===== config.mk =====
export PLATFORM = sky130hd
export DESIGN_NAME = klat_front
export DESIGN_NICKNAME = d
export VERILOG_FILES = /design/src/rtl/klat_pkg.sv /design/src/rtl/klat_front.sv
export SDC_FILE = /design/constraint.sdc
export NUM_CORES = 1
export LEC_CHECK = 0
export ABC_CLOCK_PERIOD_IN_PS = 900
export BUFFER_PORTS_ARGS = -buffer_cell sky130_fd_sc_hd__buf_4
export CORE_MARGIN = 5
export CORE_UTILIZATION = 26
export DETAILED_ROUTE_END_ITERATION = 10
export GPL_TIMING_DRIVEN = 0
export PLACE_DENSITY = 0.81
export REMOVE_ABC_BUFFERS = 1
export SLEW_MARGIN = 20
export SYNTH_ARGS = -nofsm -noshare
export SYNTH_HDL_FRONTEND = slang
export SYNTH_SLANG_ARGS = --single-unit

===== constraint.sdc =====
create_clock -name vclk -period 0.9
set_input_delay 0 -clock vclk [all_inputs]
set_output_delay 0 -clock vclk [all_outputs]
set_load 0.1 [all_outputs]

===== src/rtl/klat_pkg.sv =====
`timescale 1ns / 1ps
`default_nettype none
// ---------------------------------------------------------------------------
// klat_pkg
// Shared types and constants of the oscillator lattice Euler stepper.
// ---------------------------------------------------------------------------
package klat_pkg;

    localparam int MAX_WIDTH  = 128;
    localparam int MAX_HEIGHT = 128;
    localparam int PHASE_BITS = 16;
    localparam int CELLS      = MAX_WIDTH * MAX_HEIGHT;
    localparam int ADDR_BITS  = $clog2(CELLS);
    localparam int CNT_BITS   = ADDR_BITS + 1;
    localparam int X_BITS     = (MAX_WIDTH > 1) ? $clog2(MAX_WIDTH) : 1;
    localparam int Y_BITS     = (MAX_HEIGHT > 1) ? $clog2(MAX_HEIGHT) : 1;
    localparam int DERIV_BITS = 20;

    // item kinds
    localparam logic [1:0] KIND_WRITE = 2'd0;
    localparam logic [1:0] KIND_STEP  = 2'd1;
    localparam logic [1:0] KIND_READ  = 2'd2;

    // configuration register indexes
    localparam logic [2:0] REG_GRID_WIDTH  = 3'd0;
    localparam logic [2:0] REG_GRID_HEIGHT = 3'd1;
    localparam logic [2:0] REG_TIME_STEP   = 3'd2;
    localparam logic [2:0] REG_COUPLING    = 3'd3;
    localparam logic [2:0] REG_DAMPING     = 3'd4;

    typedef enum logic [1:0] {
        OP_NOP,
        OP_WRITE,
        OP_STEP,
        OP_READ
    } t_op;

    typedef struct packed {
        logic [1:0]         kind;
        logic [13:0]        cell_index;
        logic [15:0]        phase_in;
        logic signed [15:0] natural_freq;
    } t_item;

    typedef struct packed {
        logic [15:0] phase_out;
        logic        step_done;
    } t_result;

    typedef struct packed {
        t_op                  op;
        logic [ADDR_BITS-1:0] idx;
        logic [15:0]          phase;
        logic signed [15:0]   freq;
    } t_cmd;

    typedef struct packed {
        logic [7:0]          width;
        logic [7:0]          height;
        logic [CNT_BITS-1:0] cells;
    } t_geom;

    typedef struct packed {
        logic [15:0]        dt;
        logic signed [15:0] coupling;
        logic signed [15:0] damping;
    } t_gains;

endpackage
`default_nettype wire


===== src/rtl/klat_front.sv =====
`timescale 1ns / 1ps
`default_nettype none
// ---------------------------------------------------------------------------
// klat_front
// Accept items and classify them into commands, range-checking indexes.
// ---------------------------------------------------------------------------
module klat_front (
    input  wire                  i_push,
    input  klat_pkg::t_item      i_item,
    input  klat_pkg::t_geom      i_geom,
    input  wire                  i_q_full,
    output logic                 o_full,
    output logic                 o_wr,
    output klat_pkg::t_cmd       o_cmd
);

    logic in_grid;

    always_comb begin
        in_grid = ({1'b0, i_item.cell_index} < i_geom.cells);
        o_cmd.idx   = i_item.cell_index;
        o_cmd.phase = i_item.phase_in;
        o_cmd.freq  = i_item.natural_freq;
        unique case (i_item.kind)
            klat_pkg::KIND_WRITE: o_cmd.op = in_grid ? klat_pkg::OP_WRITE : klat_pkg::OP_NOP;
            klat_pkg::KIND_STEP:  o_cmd.op = klat_pkg::OP_STEP;
            klat_pkg::KIND_READ:  o_cmd.op = in_grid ? klat_pkg::OP_READ : klat_pkg::OP_NOP;
            default:              o_cmd.op = klat_pkg::OP_NOP;
        endcase
    end

    assign o_full = i_q_full;
    assign o_wr   = i_push && !i_q_full;

endmodule
`default_nettype wire


* Word level (Yosys, flattened, before mapping) *
Cells that the tools add are included.

storage, ports and cells
  bits in writable memories = 0
  output and inout port bits = 50
  memories = 0
  memory bits (read-only) = 0
  register bits after elaboration = 0
  bits in latches = 0

operators by class
  reduce and logical (&&, ||, !) cells = 3
  shift-type cells = 0
  divide/modulo/power cells = 0
  muxes and demuxes = 3
  equal/unequal tests = 2
  bitwise operators = 0
  add/subtract/negate cells = 0
  multipliers = 0
  magnitude comparators = 1

operators by type and width
  cell                                                                    number
  14-bit by 15-bit less-than comparator with 1-bit output                 1
  2-bit case mux with 3 select lines                                      1
  2-bit by 1-bit equality test with 1-bit output (second input constant)  1
  2-bit equality test (second input constant)                             1
  2-bit logical NOT                                                       1
  2-bit 2-to-1 mux                                                        1
  1-bit logical AND                                                       1
  1-bit logical NOT                                                       1
  1-bit 2-to-1 mux                                                        1

* Depth between registers and ports, before layout *
  word-level depth = 3
  mapped depth = 7
  depth with buffers taken out = 7

* Worst setup path after synthesis *
Ideal clock, no wire load.

  kind = input-to-output
  start = input i_geom[8] in the netlist's numbering
  end = output o_cmd[46] in the netlist's numbering
  path buffers = 0
  slack = -1,936 ps
  stages on the path = 7
  data arrival time = 2,836 ps
  path through = inv_1 -> ha_1 -> a21oi_1 -> nor2_1 -> a211oi_1 -> o21ai_0 -> nor3_1

RTL lines
  element      RTL line          RTL
  from (decl)  klat_front.sv:10  input klat_pkg::t_geom i_geom,
  to (decl)    klat_front.sv:14  output klat_pkg::t_cmd o_cmd

==> key figures <==
Final layout
  • Fin nets: 203
  • Register area: 0 um^2
  • # clk buffers: 0
  • Seq_cells: 0
  • Area Overhead vs Synth: 28.6%
  • Final Util: 34.8%
  • Share of layout cells above drive strength 1: 71.0%
  • Multi-input gate area: 447 um^2
  • Fillers: 312
  • Commonest non-fill, non-tap cell in the layout: buf_4
  • Final Cell Area: 961 um^2
  • Diodes inserted: 0
  • Most frequent cells in the layout: buf_4 (47), inv_1 (11), ha_4 (7), ha_1 (6)

Die
  • DIE HEIGHT: 63.6 um
  • IO Count: 131
  • Starting Density: 27.1%
  • DIE AREA: 4040 um^2
  • Core area: 2760 um^2
  • Core Rows: 19
  • Die Wd: 63.6 um

GRT
  • First-pass GRT wire length: 4290 um
  • Vias in the first global route: 699
  • Grt ovf: 0
  • Pin count of the biggest net entering global routing: 3
  • Total Routing Usage GR: 14.4%
  • Initial antenna violation count: 0

Hold path
  • Worst Hold Class: in -> out
  • HP Start: i_item[7]
  • WHS Endpoint: o_cmd[7]
  • Worst hold stages: 0

Pwr
  • Comb power frac: 100.0%
  • VDD IR max: 0.354 mV
  • Pwr per Cell Area: 812 nW/um^2
  • Total net switching power: 0.505 mW
  • Leak: 0.505 nW
  • Int Power: 0.276 mW
  • Sw frac: 64.7%
  • Final Power: 0.781 mW
  • Clock power share: 0%
  • Reg power frac: 0%

Place
  • Dpl cell area: 816 um^2
  • IO buf count: 51
  • Detailed placement HPWL: 2900 um
  • RD Place Congestion: 0.774

STA
  • Measured slew at the worst slew-check pin: 0.288 ns
  • Final Hold Fails: 0
  • Fin crit period: 1.37 ns
  • Unrepaired setup endpoints after global routing: yes
  • Slew headroom: 80.6%
  • Fin. max-slew vios: 0
  • Setup ws final: -0.475 ns
  • Final period utilization: 153%
  • Final number of setup-violating endpoints: 2
  • Max frequency: 728 MHz

Synth
  • Yosys top cell by area: buf_4
  • Post-Syn Instances: 102
  • Cell Area, Synth: 747 um^2
  • Register area share after synthesis: 0%
  • Synth top area cells: buf_4 (47%), ha_1 (22%), inv_1 (7.5%)
  • Yosys cell types: 19
  • Mean Syn Cell Area: 7.32 um^2
  • Yosys top cell area share: 47.2%
  • Yosys warns: 0

Drt
  • WL final: 3130 um
  • Detailed-route via count: 650
  • 1st-pass router iterations: 2
  • Wirelength per Cell: 22.7 um
  • Remaining routing DRC violations: 0
  • Post-DRT Antenna Nets: 0
  • Via density: 4.71
  • Initial DRC count: 3

CTS
  • Hold_buf cts: 0

Critical path
  • Crit path kind: in -> out
  • CP Launch Point: i_geom[2]
  • CP Data Arrival Time: 1.37 ns
  • CP Max Fanout: 2
  • CP startpoint kind: input port
  • Crit end category: primary output
  • CP required: 0.90 ns

Status
  • Status: finished, violations left
  • Failing checks: setup timing

Flow run
  • Max-cap violations: 0
==> metal layers <==
layer | GRT usage [%] | vias to the layer above | wire length [um]
met5 | 0 | - | 0
met4 | 7.79 | 0 | 205
met3 | 13.0 | 10 | 723
met2 | 22.3 | 81 | 1390
met1 | 12.5 | 272 | 811
li1 | - | 287 | -
==> critical path, stage by stage <==
cell and delay, ns:
buf_6 0.10, inv_4 0.05, ha_4 0.20, a21oi_2 0.14, o21ai_2 0.07, a21oi_2 0.13, nor4_2 0.07, o41ai_2 0.34
buf_6 0.27
==> cell families (layout without fill, tap and decap cells) <==
group                    Yosys count  count (layout)  share of synthesized area, %
buffers and inverters             62              67                          54.8
AND/OR/NAND/NOR                   15              15                          11.4
adder cells (fa/ha/maj)           13              13                          21.8
AO/OA/AOI/OAI                     12              12                          12.1
==> synth_stat cells <==
| cell type | count |
|---|---|
| nor2b_4 | 1 |
| inv_1 | 15 |
| nor2b_1 | 2 |
| o21ai_2 | 1 |
| o21ai_1 | 1 |
| nand2_1 | 6 |
| a211oi_1 | 1 |
| nor4_2 | 1 |
| nand2_2 | 1 |
| buf_4 | 47 |
| o21ai_0 | 1 |
| a21oi_2 | 2 |
| nor3_1 | 1 |
| nand3_1 | 1 |
| a21oi_1 | 3 |
| a21o_1 | 2 |
| ha_1 | 13 |
| nor2_1 | 2 |
| o41ai_2 | 1 |
==> worst max path at each step <==
stage | cells past startpoint | end
after detailed placement | 8 | o_cmd[47]
after global placement | 8 | o_cmd[47]
after CTS | 9 | o_cmd[47]
after floorplan | 7 | o_cmd[46]
after global routing | 9 | o_cmd[47]
final | 9 | o_cmd[47]
==> timing repair <==
action / 4_1_cts / 5_1_grt
pin swaps: 10 / 9
resized for setup: 20 / 7
setup endpoints to repair: 2 / 2
buffers inserted: 1 / 0
==> stage by stage <==
stage | setup TNS (ns) | hold WS (ns) | cells | setup WS [ns]
floorplan | -3.97 | 0 | 55 | -1.94
global placement | -1.26 | 0.00109 | 137 | -0.684
CTS | -0.914 | 0.00109 | 138 | -0.531
global route | -1.04 | 0.000385 | 138 | -0.537
detailed placement | -1.22 | 0.00109 | 137 | -0.653
finish | -0.920 | 0.000499 | 138 | -0.475
==> area by class of cell <==
class                           count  area share, %
Inverter                           15           6.64
Multi-Input combinational cell     40           46.5
Tap cell                           31           4.04
Timing Repair Buffer               52           42.8
==> power groups by stage <==
stage / Sequential (mW) / Clock (mW) / Combinational, mW
finish: 0 / 0 / 0.781
global route: 0 / 0 / 0.829
CTS: 0 / 0 / 0.771
detailed placement: 0 / 0 / 0.698
global placement: 0 / 0 / 0.691
floorplan: 0 / 0 / 0.212
No activity file was read; power rests on OpenSTA's default activity.
