===== config.mk =====
export PLATFORM = sky130hd
export DESIGN_NAME = klat_fifo
export DESIGN_NICKNAME = d
export VERILOG_FILES = /design/src/rtl/klat_pkg.sv /design/src/rtl/klat_fifo.sv
export SDC_FILE = /design/constraint.sdc
export NUM_CORES = 1
export LEC_CHECK = 0
export BUFFER_PORTS_ARGS = -buffer_cell sky130_fd_sc_hd__buf_2
export CAP_MARGIN = 20
export CORE_MARGIN = 2
export CORE_UTILIZATION = 40
export DETAILED_ROUTE_END_ITERATION = 6
export MAX_ROUTING_LAYER = met4
export PLACE_DENSITY_LB_ADDON = 0.15
export SYNTH_ARGS = -nofsm -noshare
export SYNTH_HDL_FRONTEND = slang
export SYNTH_SLANG_ARGS = --single-unit
export TNS_END_PERCENT = 50

===== constraint.sdc =====
create_clock -name i_clk -period 2.4 [get_ports i_clk]
set_input_delay 0.24 -clock i_clk [delete_from_list [all_inputs] [get_ports i_clk]]
set_output_delay 0.24 -clock i_clk [all_outputs]
set_load 0.02 [all_outputs]

===== src/rtl/klat_pkg.sv =====
`timescale 1ns / 1ps
`default_nettype none
// ---------------------------------------------------------------------------
// klat_pkg
// Shared types and constants of the oscillator lattice Euler stepper.
// ---------------------------------------------------------------------------
package klat_pkg;

    localparam int MAX_WIDTH  = 128;
    localparam int MAX_HEIGHT = 128;
    localparam int PHASE_BITS = 16;
    localparam int CELLS      = MAX_WIDTH * MAX_HEIGHT;
    localparam int ADDR_BITS  = $clog2(CELLS);
    localparam int CNT_BITS   = ADDR_BITS + 1;
    localparam int X_BITS     = (MAX_WIDTH > 1) ? $clog2(MAX_WIDTH) : 1;
    localparam int Y_BITS     = (MAX_HEIGHT > 1) ? $clog2(MAX_HEIGHT) : 1;
    localparam int DERIV_BITS = 20;

    // item kinds
    localparam logic [1:0] KIND_WRITE = 2'd0;
    localparam logic [1:0] KIND_STEP  = 2'd1;
    localparam logic [1:0] KIND_READ  = 2'd2;

    // configuration register indexes
    localparam logic [2:0] REG_GRID_WIDTH  = 3'd0;
    localparam logic [2:0] REG_GRID_HEIGHT = 3'd1;
    localparam logic [2:0] REG_TIME_STEP   = 3'd2;
    localparam logic [2:0] REG_COUPLING    = 3'd3;
    localparam logic [2:0] REG_DAMPING     = 3'd4;

    typedef enum logic [1:0] {
        OP_NOP,
        OP_WRITE,
        OP_STEP,
        OP_READ
    } t_op;

    typedef struct packed {
        logic [1:0]         kind;
        logic [13:0]        cell_index;
        logic [15:0]        phase_in;
        logic signed [15:0] natural_freq;
    } t_item;

    typedef struct packed {
        logic [15:0] phase_out;
        logic        step_done;
    } t_result;

    typedef struct packed {
        t_op                  op;
        logic [ADDR_BITS-1:0] idx;
        logic [15:0]          phase;
        logic signed [15:0]   freq;
    } t_cmd;

    typedef struct packed {
        logic [7:0]          width;
        logic [7:0]          height;
        logic [CNT_BITS-1:0] cells;
    } t_geom;

    typedef struct packed {
        logic [15:0]        dt;
        logic signed [15:0] coupling;
        logic signed [15:0] damping;
    } t_gains;

endpackage
`default_nettype wire


===== src/rtl/klat_fifo.sv =====
`timescale 1ns / 1ps
`default_nettype none
// ---------------------------------------------------------------------------
// klat_fifo
// Four-entry command queue between front and back.
// ---------------------------------------------------------------------------
module klat_fifo (
    input  wire           i_clk,
    input  wire           i_rst_n,
    input  wire           i_wr,
    input  klat_pkg::t_cmd i_cmd,
    input  wire           i_rd,
    output logic          o_full,
    output logic          o_empty,
    output klat_pkg::t_cmd o_head
);

    klat_pkg::t_cmd r_mem [4];
    logic [1:0] r_wp;
    logic [1:0] r_rp;
    logic [2:0] r_cnt;

    always_ff @(posedge i_clk) begin
        if (i_wr) r_mem[r_wp] <= i_cmd;
    end

    always_ff @(posedge i_clk) begin
        if (!i_rst_n) begin
            r_wp  <= 2'd0;
            r_rp  <= 2'd0;
            r_cnt <= 3'd0;
        end else begin
            if (i_wr) r_wp <= r_wp + 2'd1;
            if (i_rd) r_rp <= r_rp + 2'd1;
            r_cnt <= r_cnt + {2'd0, i_wr} - {2'd0, i_rd};
        end
    end

    assign o_full  = (r_cnt == 3'd4);
    assign o_empty = (r_cnt == 3'd0);
    assign o_head  = r_mem[r_rp];

endmodule
`default_nettype wire


== After elaboration in Yosys (flattened, before gate mapping) ==
Memories as Yosys holds them, arrays and structs flattened. A register that Yosys moved wholly into a read port is not among the register bits.
Index checks and enable logic that the tools add are counted.

* Bits in registers: 7
* Bits in writable memories: 192
* Bits of input ports: 52
* Output and inout bits: 50
* Word-level logic and storage cells: 14
* Memories kept: 1

* $add $sub $neg: 4
* Equal/unequal tests: 1
* Mux-type cells: 4
* Reductions and logical operators: 1

{| class="wikitable"
|+ Memory list
! name !! depth !! width !! rd ports !! clocked after Yosys merged registers in !! wr ports !! RTL line !! text
|-
| r_mem || 4 || 48 || 1 || 1 || 1 || klat_fifo.sv:18 || <nowiki>klat_pkg::t_cmd r_mem [4];</nowiki>
|}

{| class="wikitable"
|+ Operators with widths
! operator !! count
|-
| 2-bit by 1-bit adder with 2-bit output (second input constant) || 2
|-
| 2-bit 2-to-1 mux || 2
|-
| 3-bit by 1-bit adder with 3-bit output || 1
|-
| 3-bit equality test (second input constant) || 1
|-
| 3-bit zero test || 1
|-
| 3-bit by 1-bit subtractor with 3-bit output || 1
|-
| 1-bit 2-to-1 mux || 2
|}

== Longest topological paths before layout ==
Gate-level depths: netlist of run 1.

* Depth in word-level cells: 3
* Mapped depth: 7
* Mapped depth without buffers: 7

== Worst setup path before layout of run 1 ==
Ideal clock, no wire load.

* Kind: flip-flop to flip-flop
* From: register r_wp[0]
* To: memory r_mem[2][0] (netlist name), enable pin
* Library setup time: 0.410 ns
* Arrival: 1.690 ns
* Required time: 1.990 ns
* Path slack: 0.300 ns
* Stages on the path, launching flop included: 4
* Buffers on the path: 0
* Clock period less this slack: 2.100 ns
* Cell sequence: dfxtp_1 > inv_1 > ha_1 > and2_1

{| class="wikitable"
|+ RTL lines
! element !! RTL line !! text
|-
| start: declaration || klat_fifo.sv:19 || <nowiki>logic [1:0] r_wp;</nowiki>
|-
| start signal: assignment || klat_fifo.sv:33 || <nowiki>if (i_wr) r_wp <= r_wp + 2'd1;</nowiki>
|-
| end: declaration || klat_fifo.sv:18 ||
|}

Straight into the memory's write port.

==> flow_summary_export.csv, run 1 <==
group,metric,value,unit
run_status,status,"finished, final reports clean",
sta,hold_slack,95.4,ps
worst_setup_path,crit_chain,"buf_12, mux4_2, buf_2",
finish,multi_input_area,0.00132,sq mm
clock_tree,cts_tree,"built",
logic_synthesis,synth_top_area_frac,0.783,
grt,grt_max_degree,49,
worst_setup_path,cp_data_required_time,2160,ps
sta,final.setup_skew,6.73,ps
sta,fmax,0.462,GHz
routing,firstDrtPassIters,4,
finish,fin_nets,524,
logic_synthesis,synthCells,293,
pwr,power.density,877,mW/mm^2
floorplanning,die_area,0.0195,sq mm
clock_tree,cts.htree.levels,1,
grt,grt_pass1_vias,3752,
clock_tree,clkLatencyLatePin,490,ps
worst_setup_path,slowest_delay,560,ps
routing,wl_per_cell,18.2,um
floorplanning,die_h,140,um
pwr,ir_drop,0.560,mV
finish,layout_commonest_cell,"edfxtp_1",
worst_setup_path,slowest_stage,"mux4_2",
logic_synthesis,synth-seq-cells,201,
place,dp_hpwl,7120,um
worst_setup_path,startpoint_type,"register",
sta,min_period_over_period,0.902,
worst_setup_path,cpLargestDelayFamily,"multiplexers",
clock_tree,cts.path.max_buffers,3,
finish,nFillCells,1480,
finish,instances_no_fill,710,
sta,worstMarginPinSlew,410,ps
worst_setup_path,critPathKind,"reg -> out",
clock_tree,path_clk_slew,60,ps
pwr,leakagePower,3.26,nW
worst_setup_path,crit_fanout,21,
logic_synthesis,syn_area_per_cell,25.1,sq um
floorplanning,core,0.0180,sq mm
routing,drt_drc_violations_left,0,
logic_synthesis,yosysWarnings,0,
sta,min_period,2160,ps
finish,syn_to_final_growth,28.3,%
logic_synthesis,synth_area_leaders,"edfxtp_1, mux4_2, dfxtp_1",
sta,rsz0062_at_grt,"false",
grt,antenna_found_initial,0,
sta,slew_violations,0,
finish,final_cell_mix,"edfxtp_1, buf_2, dlygate4sd3_1",
routing,via_per_inst,4.89,
run,drv_cap,0,
finish,seq_area,0.00595,sq mm
clock_tree,ctsResizeCount,0,
grt,grt_first_pass_wirelength,20200,um
finish,n_antenna_cell,0,
grt,grt_overflow,0,
floorplanning,io_pins,102,
logic_synthesis,synth_nets,352,
clock_tree,cts_root_buffer,"clkbuf_16",
place,dp.cells,621,
min_path,hp-class,"in -> reg",
routing,detail-route-antenna-nets,0,
routing,routed_wl,13000,um
sta,setup_tns,0,ps
place,gp_congestion,0.655,
clock_tree,cts_sinks,201,
sta,setup_viol,0,
place,port_buffers,101,
floorplanning,dieWidth,140,um
floorplanning,start_util,0.408,
sta,slew_headroom,0.726,
routing,drt-initial-drc-count,169,
worst_setup_path,cp-end-kind,"output port",
worst_setup_path,path_buf_inv,2,
routing,num_vias,3475,
sta,hold_violations,0,
clock_tree,cts_made_buffers,22,
floorplanning,rows,49,
worst_setup_path,cp_data_arrival_time,1920,ps
finish,drive_above_1_share,0.410,
grt,track_usage,0.139,
logic_synthesis,seq_area_frac_synth,0.808,
logic_synthesis,synth_area,0.00736,sq mm
logic_synthesis,synth.distinct_cells,20,
logic_synthesis,synth.largest_area_cell,"edfxtp_1",
[kinds of logic (layout without fill, tap and decap cells)]
logic type / Yosys count / count (layout) / synth area share
AO/OA/AOI/OAI: 2 / 2 / 0.00204
adder cells (fa/ha/maj): 7 / 7 / 0.0129
flip-flops: 201 / 201 / 0.808
XOR/XNOR: 3 / 3 / 0.00561
AND/OR/NAND/NOR: 14 / 14 / 0.0102
buffers and inverters: 17 / 205 / 0.0133
multiplexers: 49 / 49 / 0.148
[cells in the mapped netlist, drive strengths merged]
library cell	count
ha	6
a21oi	1
clkbuf	2
edfxtp	192
nor3	1
nor2	5
fa	1
mux4	48
xor3	1
a21bo	1
inv	7
dfxtp	9
nand3b	1
and3	1
buf	8
mux2i	1
xnor2	2
and2	6
[worst register-to-register path, cell delays in order (launching register included)]
cell and delay [ps]:
dfxtp_1 330, inv_1 60, ha_1 270, inv_1 40, ha_1 190, fa_1 360
xor3_1 370, nor2_1 40
[layer usage]
metal / wire length (um) / vias up / global-route usage / share of wire
met5: 0 / - / - / 0
met4: 240 / 0 / 0.0332 / 0.019
met3: 687 / 25 / 0.0341 / 0.053
met2: 6330 / 90 / 0.225 / 0.49
met1: 5690 / 1778 / 0.180 / 0.44
li1: - / 1582 / - / -
[final timing paths]
| check | from | to | slack [ps] | cells after the start |
|---|---|---|---|---|
| max | register | o_head[40] | 240 | 3 |
| min | i_rd | register | 100 | 3 |
| min reg2reg | r_rp[1] | register | 540 | 2 |
| max reg2reg | r_cnt[0] | r_cnt[2] | 640 | 7 |
[area by class of cell]
| type | instances | share of cell area |
|---|---|---|
| Clock inverter | 13 | 0.0122 |
| Tap cell | 229 | 0.0303 |
| Timing Repair Buffer | 158 | 0.120 |
| Inverter | 7 | 0.00278 |
| Multi-Input combinational cell | 75 | 0.140 |
| Clock buffer | 27 | 0.0647 |
| Sequential cell | 201 | 0.630 |
[registers in the layout, indices dropped and copies added, names as in the netlist, named ones only]
signal,count
r_cnt,3
r_wp,2
r_mem,192
r_rp,2
[where the power goes]
group          internal, mW  switching, mW  total, mW
Sequential             4.03         0.0523       4.08
Clock                  2.02           1.24       3.26
Combinational         0.431          0.508      0.939
[what timing repair did]
action,4_1_cts,5_1_grt
hold buffers,49,0
endpoints found under the hold margin,194,0
buffers inserted,0,0
[through the flow]
stage                     utilization  power (mW)  cell area, sq um  setup slack (ps)
after global placement          0.456        5.04              8230               666
after global routing            0.524        8.62              9440               125
after CTS                       0.524        8.41              9440               161
after detailed placement        0.456        5.06              8230               630
final                           0.524        8.28              9440               236
after floorplan                     -        4.72              7360               300
Note: power is estimated with default switching activity, not from simulation.
==> run 2, diff against run 1 <==
--- a/config.mk
+++ b/config.mk
@@ -5,6 +5,7 @@
 export SDC_FILE = /design/constraint.sdc
 export NUM_CORES = 1
 export LEC_CHECK = 0
+export ABC_AREA = 1
 export BUFFER_PORTS_ARGS = -buffer_cell sky130_fd_sc_hd__buf_2
 export CAP_MARGIN = 20
 export CORE_MARGIN = 2
==> run 2 against run 1 <==
Net effect: flip-flop and latch count stayed put; critical endpoint is now o_head[18]; wire length grew 17%; utilization fell by 1.8 points; synthesized area up 9.1%; count of clock-buffer cells in the layout unchanged; combinational power down 4.6%; critical path type unchanged; register-to-register slack gained 160 ps; setup slack gained 85 ps; first-iteration DRC count up 35%.
==> flow_summary_export.csv, run 2 <==
group,metric,value,unit
grt,grt_max_degree,69,
grt,grt_first_pass_wirelength,24500,um
sta,min_period,2080,ps
place,pre_cts_ws,786,ps
worst_setup_path,cp-end-kind,"output port",
clock_tree,ctsResizeCount,0,
grt,track_usage,0.148,
place,dp_hpwl,8930,um
place,port_buffers,101,
pwr,power.density,800,mW/mm^2
routing,top_layer_used,"met4",
logic_synthesis,synth_top_area_frac,0.718,
floorplanning,start_util,0.410,
sta,min_period_over_period,0.866,
run_status,status,"finished, final reports clean",
finish,largest_register_ffs,192,
logic_synthesis,async_flop_share,0,
finish,fin_nets,831,
logic_synthesis,synth-seq-cells,201,
logic_synthesis,synth_area,0.00803,sq mm
clock_tree,path_clk_slew,50,ps
clock_tree,cts_sinks,201,
sta,fmax,0.481,GHz
logic_synthesis,synth.distinct_cells,16,
clock_tree,cts_tree,"built",
sta,worstMarginPinSlew,412,ps
worst_setup_path,cp_data_arrival_time,1840,ps
routing,drt-initial-drc-count,228,
grt,antenna_found_initial,0,
routing,drt_drc_violations_left,0,
routing,routed_wl,15100,um
finish,final_cell_mix,"edfxtp_1, inv_1, nand2_1",
run,drv_cap,0,
finish,drive_above_1_share,0.188,
finish,regMostFlops,"r_mem",
min_path,hp-class,"in -> reg",
sta,slew_headroom,0.725,
logic_synthesis,synth-edff-count,192,
routing,met3_wirelength,610,um
logic_synthesis,syn_area_per_cell,13.0,sq um
routing,num_vias,4904,
grt,grt_overflow,0,
logic_synthesis,synth_most_common_cell,"edfxtp_1",
routing,dr_wl_met2,7720,um
logic_synthesis,seq_area_frac_synth,0.741,
grt,grt_pass1_vias,4986,
finish,top_regs,"r_mem: 192 flops, r_cnt: 3 flops",
clock_tree,cts.htree.levels,1,
finish,layout_commonest_cell,"edfxtp_1",
logic_synthesis,synth_area_leaders,"edfxtp_1, inv_1, nand2_1",
finish,syn_to_final_growth,23.5,%
sta,slew_violations,0,
worst_setup_path,startpoint_type,"register",
logic_synthesis,synth_common_cells,"edfxtp_1, inv_1, nand2_1",
clock_tree,cts_root_buffer,"clkbuf_16",
clock_tree,cts_made_buffers,22,
floorplanning,dieWidth,146,um
pwr,total_power,7.94,mW
routing,met1_length,6450,um
floorplanning,io_pins,102,
floorplanning,die_h,146,um
sta,rsz0062_at_grt,"false",
pwr,ir_drop,0.701,mV
routing,wl_per_cell,14.4,um
floorplanning,rows,51,
floorplanning,core,0.0196,sq mm
clock_tree,post-cts-setup-buffers,0,
sta,setup_viol,0,
sta,worst_slack,322,ps
pwr,leakagePower,3.92,nW
worst_setup_path,crit_fanout,68,
clock_tree,clkLatencyLatePin,490,ps
clock_tree,cts.path.max_buffers,3,
logic_synthesis,ys.flop_type,"edfxtp_1",
finish,n_antenna_cell,0,
worst_setup_path,cp_data_required_time,2160,ps
routing,firstDrtPassIters,6,
routing,detail-route-antenna-nets,0,
place,gp_congestion,0.666,
worst_setup_path,critPathKind,"reg -> out",
sta,final.setup_skew,9.93,ps
logic_synthesis,synth.largest_area_cell,"edfxtp_1",
sta,setup_tns,0,ps
logic_synthesis,yosysWarnings,0,
logic_synthesis,synth_nets,675,
logic_synthesis,synthCells,616,
sta,hold_violations,0,
routing,via_per_inst,4.66,
floorplanning,die_area,0.0212,sq mm
## run 2: changes by cell type after synthesis, moves of 8 or more
cell	delta
a21oi_1	+53
buf_6	+10
o211ai_1	+48
inv_1	+105
o21ai_1	+46
mux4_2	-48
buf_2	+8
nand2_1	+106
## run 2: repair_timing
action	CTS	global route
setup endpoints to repair	0	0
hold buffers	49	0
endpoints found under the hold margin	194	0
## run 2: path summary, 6_finish.rpt
kind	startpoint	endpoint	slack (ps)	depth (start not counted)
worst max-delay path	register	o_head[18]	320	5
worst min-delay path	i_rst_n	r_cnt[1]	40	3
worst min register to register	r_rp[1]	register	460	2
worst max register to register	r_cnt[0]	r_cnt[2]	800	9
## run 2: cell families (layout without fill, tap and decap cells)
group | count (synthesis) | in the layout | share of synthesized area
AO/OA/AOI/OAI | 154 | 154 | 0.111
flip-flops | 201 | 201 | 0.741
adder cells (fa/ha/maj) | 7 | 7 | 0.0118
AND/OR/NAND/NOR | 110 | 110 | 0.0517
buffers and inverters | 144 | 316 | 0.0849
## run 2: cell type report
type	instances	area, sq um
clock buffers	27	591
clock inverters	13	57.6
fillers	1706	9670
inverters	112	420
multi-input cells	271	1400
flip-flops and latches	201	5950
well taps	265	332
repair buffers	164	1160
## run 2: per-stage QoR
step / cell area (sq um) / utilization / cells / hold slack, ps
2_1_floorplan: 8030 / - / 616 / 332
3_3_place_gp: 8780 / 0.448 / 964 / 435
3_5_place_dp: 8780 / 0.448 / 964 / 444
4_1_cts: 9920 / 0.506 / 1053 / 17.0
5_1_grt: 9920 / 0.506 / 1053 / 31.0
6_report: 9920 / 0.506 / 1053 / 37.6
## run 2: worst max-delay path: stages, from the launching register on
cell	delay, ps
dfxtp_4	560
buf_12	300
a21oi_1	110
o21ai_1	90
nand2_1	70
buf_2	160
## run 2: routing by layer
layer / track usage / vias up
li1: - / 2448
met1: 0.168 / 2350
met2: 0.266 / 81
met3: 0.0317 / 25
met4: 0.0417 / 0
met5: - / -
## run 2: report_power, final
group          switching [mW]  total [mW]  internal [mW]  leakage (nW)
Clock                    1.23        2.96           1.74         0.318
Combinational           0.572       0.896          0.324          1.76
Sequential             0.0655        4.08           4.01          1.84
